**src/rtl/dafp_pkg.sv**
```systemverilog
// Shared types and constants for the DNS A-record frame parser.
`timescale 1ns / 1ps

package dafp_pkg;

    localparam int MAX_FRAME_DEFAULT = 2048;

    localparam logic [7:0] IPV4_VER_IHL = 8'h45;
    localparam logic [7:0] PROTO_UDP    = 8'd17;
    localparam logic [7:0] PTR_MIN      = 8'hC0;

    localparam int OFS_VER_IHL  = 14;
    localparam int OFS_PROTO    = 23;
    localparam int DNS_BASE     = 14 + 20 + 8;
    localparam int DNS_HDR_END  = 14 + 20 + 8 + 12;
    localparam int OFS_ID_HI    = DNS_BASE;
    localparam int OFS_ID_LO    = DNS_BASE + 1;
    localparam int OFS_AN_HI    = DNS_BASE + 6;
    localparam int OFS_AN_LO    = DNS_BASE + 7;
    localparam int QTAIL_LEN    = 4;

    localparam logic [15:0] RR_TYPE_A   = 16'd1;
    localparam logic [15:0] RR_RDLEN_A  = 16'd4;

    // Parse phases, one-hot
    typedef enum logic [6:0] {
        PH_HEADER  = 7'b0000001,
        PH_QNAME   = 7'b0000010,
        PH_ZSKIP   = 7'b0000100,
        PH_ANAME   = 7'b0001000,
        PH_ALABELS = 7'b0010000,
        PH_RR      = 7'b0100000,
        PH_DONE    = 7'b1000000
    } phase_t;

    typedef struct packed {
        logic [7:0] data;
        logic       last;
    } frame_item_t;

    typedef struct packed {
        logic        found;
        logic [31:0] address;
    } verdict_t;

endpackage

```
**src/rtl/dafp_in_reg.sv**
```systemverilog
// Input register for frame bytes.
`timescale 1ns / 1ps

module dafp_in_reg
(
    input  logic                 clk,
    input  logic                 rst_n,
    input  logic                 frame_valid,
    output logic                 frame_stall,
    input  dafp_pkg::frame_item_t item_in,
    input  logic                 result_ready,
    output logic                 advance,
    output dafp_pkg::frame_item_t item_out
);

    logic                  valid_reg;
    logic                  valid_next;
    dafp_pkg::frame_item_t item_reg;
    logic                  load;

    // A last byte moves on only when the result register can take its verdict
    assign advance     = valid_reg && (!item_reg.last || result_ready);
    assign frame_stall = valid_reg && !advance;
    assign load        = frame_valid && !frame_stall;
    assign item_out    = item_reg;

    always_comb
    begin
        if (load)
        begin
            valid_next = 1'b1;
        end
        else if (advance)
        begin
            valid_next = 1'b0;
        end
        else
        begin
            valid_next = valid_reg;
        end
    end

    always_ff @(posedge clk or negedge rst_n)
    begin
        if (!rst_n)
        begin
            valid_reg <= 1'b0;
        end
        else
        begin
            valid_reg <= valid_next;
        end
    end

    always_ff @(posedge clk)
    begin
        if (load)
        begin
            item_reg <= item_in;
        end
    end

endmodule

```
**src/rtl/dafp_parser.sv**
```systemverilog
// Per-byte frame parse state and verdict logic.
`timescale 1ns / 1ps

module dafp_parser
#(
    parameter int MAX_FRAME = dafp_pkg::MAX_FRAME_DEFAULT
)
(
    input  logic                  clk,
    input  logic                  rst_n,
    input  logic                  take,
    input  dafp_pkg::frame_item_t item,
    input  logic [15:0]           expected_id,
    output logic                  verdict_valid,
    output dafp_pkg::verdict_t    verdict
);

    // Marks reach at most MAX_FRAME - 1 + 255 + 1
    localparam int CW = $clog2(MAX_FRAME + 256);

    logic [CW-1:0]     byte_count_reg, byte_count_next;
    logic [CW-1:0]     next_mark_reg, next_mark_next;
    dafp_pkg::phase_t  phase_reg, phase_next;
    logic              failed_reg, failed_next;
    logic [7:0]        held_reg, held_next;
    logic              type_ok_reg, type_ok_next;
    logic [31:0]       addr_reg, addr_next;

    logic [CW-1:0]     idx;
    logic [7:0]        b;
    logic [15:0]       word;
    logic              over;
    logic              at_mark;
    logic              past_mark;
    logic [CW-1:0]     off;
    logic [CW-1:0]     mark_step;
    logic              is_ptr;
    logic              is_zero;
    logic              ok;

    assign idx       = byte_count_reg;
    assign b         = item.data;
    assign word      = {held_reg, b};
    assign over      = idx >= CW'(MAX_FRAME);
    assign at_mark   = idx == next_mark_reg;
    assign past_mark = idx >= next_mark_reg;
    assign off       = idx - next_mark_reg;
    assign mark_step = CW'(idx + CW'(b) + CW'(1));
    assign is_ptr    = b >= dafp_pkg::PTR_MIN;
    assign is_zero   = b == 8'd0;

    always_comb
    begin
        byte_count_next = over ? idx : CW'(idx + CW'(1));
        next_mark_next  = next_mark_reg;
        phase_next      = phase_reg;
        failed_next     = failed_reg || over;
        held_next       = held_reg;
        type_ok_next    = type_ok_reg;
        addr_next       = addr_reg;

        if (!failed_next)
        begin
            unique case (phase_reg)
                dafp_pkg::PH_HEADER:
                begin
                    if (idx == CW'(dafp_pkg::OFS_VER_IHL) && b != dafp_pkg::IPV4_VER_IHL)
                    begin
                        failed_next = 1'b1;
                    end
                    if (idx == CW'(dafp_pkg::OFS_PROTO) && b != dafp_pkg::PROTO_UDP)
                    begin
                        failed_next = 1'b1;
                    end
                    if (idx == CW'(dafp_pkg::OFS_ID_HI) || idx == CW'(dafp_pkg::OFS_AN_HI))
                    begin
                        held_next = b;
                    end
                    if (idx == CW'(dafp_pkg::OFS_ID_LO) && word != expected_id)
                    begin
                        failed_next = 1'b1;
                    end
                    if (idx == CW'(dafp_pkg::OFS_AN_LO) && word == 16'd0)
                    begin
                        failed_next = 1'b1;
                    end
                    if (idx == CW'(dafp_pkg::DNS_HDR_END - 1))
                    begin
                        phase_next     = dafp_pkg::PH_QNAME;
                        next_mark_next = CW'(idx + CW'(1));
                    end
                end
                dafp_pkg::PH_QNAME:
                begin
                    if (at_mark)
                    begin
                        if (is_zero)
                        begin
                            next_mark_next = CW'(idx + CW'(1 + dafp_pkg::QTAIL_LEN));
                            phase_next     = dafp_pkg::PH_ANAME;
                        end
                        else if (is_ptr)
                        begin
                            next_mark_next = CW'(idx + CW'(2));
                            phase_next     = dafp_pkg::PH_ZSKIP;
                        end
                        else
                        begin
                            next_mark_next = mark_step;
                        end
                    end
                end
                dafp_pkg::PH_ZSKIP:
                begin
                    // Skip one stray zero byte after a compression pointer
                    if (at_mark)
                    begin
                        next_mark_next = is_zero ? CW'(idx + CW'(1 + dafp_pkg::QTAIL_LEN))
                                                 : CW'(idx + CW'(dafp_pkg::QTAIL_LEN));
                        phase_next     = dafp_pkg::PH_ANAME;
                    end
                end
                dafp_pkg::PH_ANAME:
                begin
                    if (at_mark)
                    begin
                        if (is_ptr)
                        begin
                            next_mark_next = CW'(idx + CW'(2));
                            phase_next     = dafp_pkg::PH_RR;
                        end
                        else if (is_zero)
                        begin
                            next_mark_next = CW'(idx + CW'(1));
                            phase_next     = dafp_pkg::PH_RR;
                        end
                        else
                        begin
                            next_mark_next = mark_step;
                            phase_next     = dafp_pkg::PH_ALABELS;
                        end
                    end
                end
                dafp_pkg::PH_ALABELS:
                begin
                    if (at_mark)
                    begin
                        if (is_zero)
                        begin
                            next_mark_next = CW'(idx + CW'(1));
                            phase_next     = dafp_pkg::PH_RR;
                        end
                        else
                        begin
                            next_mark_next = mark_step;
                        end
                    end
                end
                dafp_pkg::PH_RR:
                begin
                    if (past_mark)
                    begin
                        if (off == CW'(0) || off == CW'(8))
                        begin
                            held_next = b;
                        end
                        else if (off == CW'(1))
                        begin
                            type_ok_next = word == dafp_pkg::RR_TYPE_A;
                        end
                        else if (off == CW'(9))
                        begin
                            type_ok_next = type_ok_reg && (word == dafp_pkg::RR_RDLEN_A);
                            failed_next  = !type_ok_next;
                        end
                        else if (off >= CW'(10) && off <= CW'(13))
                        begin
                            addr_next = {addr_reg[23:0], b};
                            if (off == CW'(13))
                            begin
                                phase_next = dafp_pkg::PH_DONE;
                            end
                        end
                    end
                end
                dafp_pkg::PH_DONE:
                begin
                    // Ignore trailing bytes
                end
                default:
                begin
                    phase_next = phase_reg;
                end
            endcase
        end
    end

    assign ok              = (phase_next == dafp_pkg::PH_DONE) && !failed_next;
    assign verdict_valid   = take && item.last;
    assign verdict.found   = ok;
    assign verdict.address = ok ? addr_next : 32'd0;

    always_ff @(posedge clk or negedge rst_n)
    begin
        if (!rst_n)
        begin
            byte_count_reg <= '0;
            next_mark_reg  <= '0;
            phase_reg      <= dafp_pkg::PH_HEADER;
            failed_reg     <= 1'b0;
            held_reg       <= '0;
            type_ok_reg    <= 1'b0;
            addr_reg       <= '0;
        end
        else if (take)
        begin
            if (item.last)
            begin
                // Drop all per-frame state after the verdict
                byte_count_reg <= '0;
                next_mark_reg  <= '0;
                phase_reg      <= dafp_pkg::PH_HEADER;
                failed_reg     <= 1'b0;
                held_reg       <= '0;
                type_ok_reg    <= 1'b0;
                addr_reg       <= '0;
            end
            else
            begin
                byte_count_reg <= byte_count_next;
                next_mark_reg  <= next_mark_next;
                phase_reg      <= phase_next;
                failed_reg     <= failed_next;
                held_reg       <= held_next;
                type_ok_reg    <= type_ok_next;
                addr_reg       <= addr_next;
            end
        end
    end

endmodule

```
**src/rtl/dafp_out_reg.sv**
```systemverilog
// Result register holding one verdict.
`timescale 1ns / 1ps

module dafp_out_reg
(
    input  logic               clk,
    input  logic               rst_n,
    input  logic               load,
    input  dafp_pkg::verdict_t verdict_in,
    output logic               ready,
    output logic               result_valid,
    input  logic               result_stall,
    output dafp_pkg::verdict_t verdict_out
);

    logic               valid_reg;
    logic               valid_next;
    dafp_pkg::verdict_t verdict_reg;

    assign ready        = !valid_reg || !result_stall;
    assign result_valid = valid_reg;
    assign verdict_out  = verdict_reg;

    always_comb
    begin
        if (load)
        begin
            valid_next = 1'b1;
        end
        else if (valid_reg && !result_stall)
        begin
            valid_next = 1'b0;
        end
        else
        begin
            valid_next = valid_reg;
        end
    end

    always_ff @(posedge clk or negedge rst_n)
    begin
        if (!rst_n)
        begin
            valid_reg <= 1'b0;
        end
        else
        begin
            valid_reg <= valid_next;
        end
    end

    always_ff @(posedge clk)
    begin
        if (load)
        begin
            verdict_reg <= verdict_in;
        end
    end

endmodule

```
**src/rtl/dns_a_record_frame_parser.sv**
```systemverilog
// Top level of the DNS A-record frame parser.
`timescale 1ns / 1ps

// Channel   Direction  Signals                              Transaction
// -------   ---------  -----------------------------------  -------------------------------
// frame     in         frame_valid, frame_stall,            one Ethernet frame byte
//                      frame_byte, frame_end
// result    out        result_valid, result_stall,          one verdict per frame, sent
//                      found, ipv4_address                  after the frame_end byte
// config    in         cfg_we, cfg_wdata                    expected DNS transaction id
//
// Each byte lands in the input register, the parser updates its frame state from it as
// the byte advances, and the last byte's verdict goes to the result register.
// A new byte is accepted every cycle unless frame_stall is high; frame_stall rises only
// while a last byte waits on a result register that is still full and stalled. Reset
// clears the counters, the parse phase, both valid flags and expected_id; expected_id
// is sampled as the DNS id bytes pass the parser.

module dns_a_record_frame_parser
#(
    parameter int MAX_FRAME = dafp_pkg::MAX_FRAME_DEFAULT
)
(
    input  logic        clk,
    input  logic        rst_n,

    input  logic        frame_valid,
    output logic        frame_stall,
    input  logic [7:0]  frame_byte,
    input  logic        frame_end,

    output logic        result_valid,
    input  logic        result_stall,
    output logic        found,
    output logic [31:0] ipv4_address,

    input  logic        cfg_we,
    input  logic [15:0] cfg_wdata
);

    logic [15:0]           expected_id_reg;
    dafp_pkg::frame_item_t item_in;
    dafp_pkg::frame_item_t item_q;
    logic                  advance;
    logic                  result_ready;
    logic                  verdict_valid;
    dafp_pkg::verdict_t    verdict;
    dafp_pkg::verdict_t    verdict_q;

    // Hold the id register across frames; only the config port and reset update it
    always_ff @(posedge clk or negedge rst_n)
    begin
        if (!rst_n)
        begin
            expected_id_reg <= '0;
        end
        else if (cfg_we)
        begin
            expected_id_reg <= cfg_wdata;
        end
    end

    assign item_in.data = frame_byte;
    assign item_in.last = frame_end;

    // Input register: accept a byte while it is empty or the parser stage can advance
    dafp_in_reg u_in_reg
    (
        .clk          (clk),
        .rst_n        (rst_n),
        .frame_valid  (frame_valid),
        .frame_stall  (frame_stall),
        .item_in      (item_in),
        .result_ready (result_ready),
        .advance      (advance),
        .item_out     (item_q)
    );

    // Parser: one byte per advance, verdict on the last byte
    dafp_parser
    #(
        .MAX_FRAME (MAX_FRAME)
    )
    u_parser
    (
        .clk           (clk),
        .rst_n         (rst_n),
        .take          (advance),
        .item          (item_q),
        .expected_id   (expected_id_reg),
        .verdict_valid (verdict_valid),
        .verdict       (verdict)
    );

    // Result register: hold the verdict until the consumer takes it
    dafp_out_reg u_out_reg
    (
        .clk          (clk),
        .rst_n        (rst_n),
        .load         (verdict_valid),
        .verdict_in   (verdict),
        .ready        (result_ready),
        .result_valid (result_valid),
        .result_stall (result_stall),
        .verdict_out  (verdict_q)
    );

    assign found        = verdict_q.found;
    assign ipv4_address = verdict_q.address;

endmodule
```
**config.mk**
```make
export PLATFORM = sky130hd
export DESIGN_NAME = dns_a_record_frame_parser
export DESIGN_NICKNAME = d
export VERILOG_FILES = /design/src/rtl/dafp_pkg.sv /design/src/rtl/dafp_in_reg.sv /design/src/rtl/dafp_parser.sv /design/src/rtl/dafp_out_reg.sv /design/src/rtl/dns_a_record_frame_parser.sv
export SDC_FILE = /design/constraint.sdc
export NUM_CORES = 1
export LEC_CHECK = 0
export BUFFER_PORTS_ARGS = -buffer_cell sky130_fd_sc_hd__buf_4
export CAP_MARGIN = 15
export CORE_MARGIN = 2
export CORE_UTILIZATION = 30
export CTS_CLUSTER_DIAMETER = 200
export DETAILED_ROUTE_END_ITERATION = 10
export PLACE_DENSITY = 0.45
export SLEW_MARGIN = 10
export SYNTH_ARGS = -nofsm -noshare
export SYNTH_HDL_FRONTEND = slang
export SYNTH_SLANG_ARGS = --single-unit
export TNS_END_PERCENT = 1
```
**constraint.sdc**
```tcl
create_clock -name clk -period 4.11 [get_ports clk]
set_clock_uncertainty 0.2 [all_clocks]
set_input_delay 0.822 -clock clk [delete_from_list [all_inputs] [get_ports clk]]
set_output_delay 0.822 -clock clk [all_outputs]
set_load 0.05 [all_outputs]
```
==> metrics.txt <==
proportion of netlist area held by the largest area contributor=24.2%; post-DP HPWL=22100 um; reported leakage power=4.22 nW; final net count=1096; number of DRC violations after detailed-routing iteration 0=692; final routed wire length divided by cell count=21.5 um; post-synthesis register bit count=133; setup repair after global routing missed its margin=no; Slew Limit Fails=0; port bufs=64; max-cap violations=0; syn_area_per_cell=9.56 um2; final worst slack=0.243 ns; initial cell density of the core=30.5%; Bufs and invs on worst path=3; Post-Syn Area=9320 um2; Total Neg Setup Slack=0 ns; Max Fanout on Critical Path=12; Worst Setup Start Kind=register; Setup crit end kind=register; total iterations of the first detailed-routing run=5; die outline area=32500 um2; Mapped Nets=1037; pin count of the biggest net entering global routing=48; cells along the critical path=inv_1, ha_1, inv_1, fa_1, and3_4, o21ba_2, or3_1, a221o_1, mux2i_4, and4bb_4, buf_4, mux2i_1, nor3_2; classification of the worst setup path=reg2reg; largest stage delay on the critical path=0.48 ns; clock latency reported for the late side of the worst-skew pair=0.43 ns; Distinct cells, synth=82; Largest register FFs=33; aggregate global routing overflow=0; FMAX=259 MHz; final setup vio count=0; area of the core=30600 um2; die span in x=180 um; number of antenna violations at the first check in global routing=0; worst-case setup slack after placement=0.170 ns; post-place instance area=10300 um2; routed vias=8234; cell family contributing the most delay on the critical path=simple AND/OR/NAND/NOR gates; depth of the CTS H-tree=4; wire length of the first global-routing pass=49200 um; final hold viol count=0; EDFF count, synth=42; post-route cell area=10900 um2; Worst path most repeated cell=sky130_fd_sc_hd__inv_1; WHS=0.205 ns; TritonCTS clock tree=done; master of the slowest instance on the critical path=sky130_fd_sc_hd__fa_1; Antenna Nets Post-Route=0; worst rel slew slack=54.9%; WL final=31100 um; share of synthesized registers carrying an async set or reset=68.4%; Post-Place Cells=1408; global placement routability congestion=0.889; result of the run=finished, final reports clean; cell taking the most area after synthesis=sky130_fd_sc_hd__dfrtp_1; instance count of the mapped netlist=975; arrival time at the worst endpoint=3.84 ns; transition time at the pin with the least slew margin=0.677 ns; Overall Power=3.92 mW; number of rows created at floorplan=64; total power per unit cell area=358 nW/um2; via count of the first global-routing pass=8108; area overhead of the layout relative to synthesis=17.4%; worst path required time=4.08 ns; ratio of final minimum period to clock period=94.1%; most common cell after layout, fill and taps aside=sky130_fd_sc_hd__buf_4; cts hold-fix bufs=0; Global Route Usage Sum=19.1%; biggest area contributors in the synthesized netlist=sky130_fd_sc_hd__dfrtp_1 (24%), sky130_fd_sc_hd__edfxtp_1 (14%), sky130_fd_sc_hd__ha_1 (4.0%), sky130_fd_sc_hd__o21ai_0 (3.7%), sky130_fd_sc_hd__a221o_1 (3.7%); proportion of synthesized chip area in sequential cells=38.0%; maximum resistive drop on vdd=0.277 mV; layout cell share with drive strength beyond 1=20.3%; clock buffers created by TritonCTS=17; DRC violations left=0; core occupancy in the finished layout=35.8%; Yosys warnings=0; top library cells by usage in the layout, fill and taps aside=sky130_fd_sc_hd__buf_4 (111), sky130_fd_sc_hd__dfrtp_1 (90), sky130_fd_sc_hd__nand2_1 (75); Tightest Hold Check Type=in2async; CTS Root Cell=sky130_fd_sc_hd__clkbuf_16; number of clock sinks seen by CTS=133; number of buffers on the longest clock path=2; die boundary height=180 um; Main synth FF type=sky130_fd_sc_hd__dfrtp_1; average via count per standard cell=5.70; Boundary Pins=65; Cell Count, Final, Fillers Out=1444; min cycle time layout=3.87 ns; register clock-pin slew on the reported worst setup and hold paths=0.08 ns
## Yosys cell counts, types with 16 or more instances
| cell type | instances |
|---|---|
| sky130_fd_sc_hd__nand2_1 | 75 |
| sky130_fd_sc_hd__mux2_2 | 16 |
| sky130_fd_sc_hd__nand3_1 | 18 |
| sky130_fd_sc_hd__clkbuf_1 | 52 |
| sky130_fd_sc_hd__edfxtp_1 | 42 |
| sky130_fd_sc_hd__nand4_1 | 18 |
| sky130_fd_sc_hd__xnor2_1 | 27 |
| sky130_fd_sc_hd__mux2i_1 | 34 |
| sky130_fd_sc_hd__dfrtp_1 | 90 |
| sky130_fd_sc_hd__xor2_1 | 30 |
| sky130_fd_sc_hd__nor3_2 | 31 |
| sky130_fd_sc_hd__inv_1 | 30 |
| sky130_fd_sc_hd__a221o_1 | 34 |
| sky130_fd_sc_hd__nor3_1 | 25 |
| sky130_fd_sc_hd__nor2_1 | 56 |
| sky130_fd_sc_hd__nor3b_1 | 31 |
| sky130_fd_sc_hd__ha_1 | 30 |
| sky130_fd_sc_hd__a21oi_1 | 40 |
| sky130_fd_sc_hd__o21ai_0 | 69 |
## worst register-to-register path, stage by stage (launching register included)
cell and delay, ns:
sky130_fd_sc_hd__dfrtp_1 0.37, sky130_fd_sc_hd__inv_1 0.07, sky130_fd_sc_hd__ha_1 0.16, sky130_fd_sc_hd__inv_1 0.06, sky130_fd_sc_hd__fa_1 0.48, sky130_fd_sc_hd__and3_4 0.19, sky130_fd_sc_hd__o21ba_2 0.23, sky130_fd_sc_hd__or3_1 0.36
sky130_fd_sc_hd__a221o_1 0.33, sky130_fd_sc_hd__mux2i_4 0.22, sky130_fd_sc_hd__and4bb_4 0.36, sky130_fd_sc_hd__buf_4 0.26, sky130_fd_sc_hd__mux2i_1 0.28, sky130_fd_sc_hd__nor3_2 0.05
## layout make-up
| cell class | instances | area, um2 |
|---|---|---|
| repair buffers | 114 | 893 |
| clock inverters | 15 | 174 |
| well taps | 396 | 495 |
| inverters | 30 | 113 |
| flip-flops and latches | 133 | 3540 |
| clock buffers | 17 | 425 |
| multi-input cells | 738 | 5310 |
| diodes | 1 | 2.50 |
| fillers | 3170 | 19600 |
## per-layer routing
layer	GRT usage, %	up-vias	part of all wire (%)
met5	0	-	0
met4	5.61	0	2.3
met1	27.4	4142	49
met3	2.47	39	3.2
met2	30.1	218	46
li1	-	3835	-
## power breakdown
| part | leakage (nW) | switching (mW) | internal, mW |
|---|---|---|---|
| logic | 2.28 | 0.538 | 0.334 |
| clock network | 0.294 | 0.714 | 0.874 |
| registers | 1.65 | 0.0423 | 1.42 |
| total | 4.22 | 1.30 | 2.62 |
## final timing paths
path,slack [ns],depth (start not counted),endpoint,start
min,0.20,1,u_parser.addr_reg[0]$_DFFE_PN0P_,rst_n
min in group clk,0.28,2,u_parser.next_mark_reg[4]$_DFFE_PN0P_,u_parser.next_mark_reg[4]$_DFFE_PN0P_
max in group asynchronous,2.68,2,expected_id_reg[4]$_DFFE_PN0P_,rst_n
max,0.24,13,u_out_reg.verdict_out[31]$_SDFFCE_PN0P_,u_parser.byte_count_reg[0]$_DFFE_PN0P_
min reg2reg,0.28,2,u_parser.next_mark_reg[4]$_DFFE_PN0P_,u_parser.next_mark_reg[4]$_DFFE_PN0P_
max reg2reg,0.24,13,u_out_reg.verdict_out[31]$_SDFFCE_PN0P_,u_parser.byte_count_reg[0]$_DFFE_PN0P_
## kinds of logic (layout without fill, tap and decap cells)
group	Yosys count	in the layout	share of synthesized area (%)
buffers and inverters	104	176	5.31
multiplexers	51	51	5.82
other	0	1	0
flip-flops	133	133	38.0
AO/OA/AOI/OAI	273	273	21.0
XOR/XNOR	57	57	5.35
AND/OR/NAND/NOR	325	325	20.1
adder cells (fa/ha/maj)	32	32	4.46
## what timing repair did
item	CTS	global route
resized for setup	0	1
setup endpoints to repair	0	10
setup buffers	0	3
(Power assumes the default switching activity.)
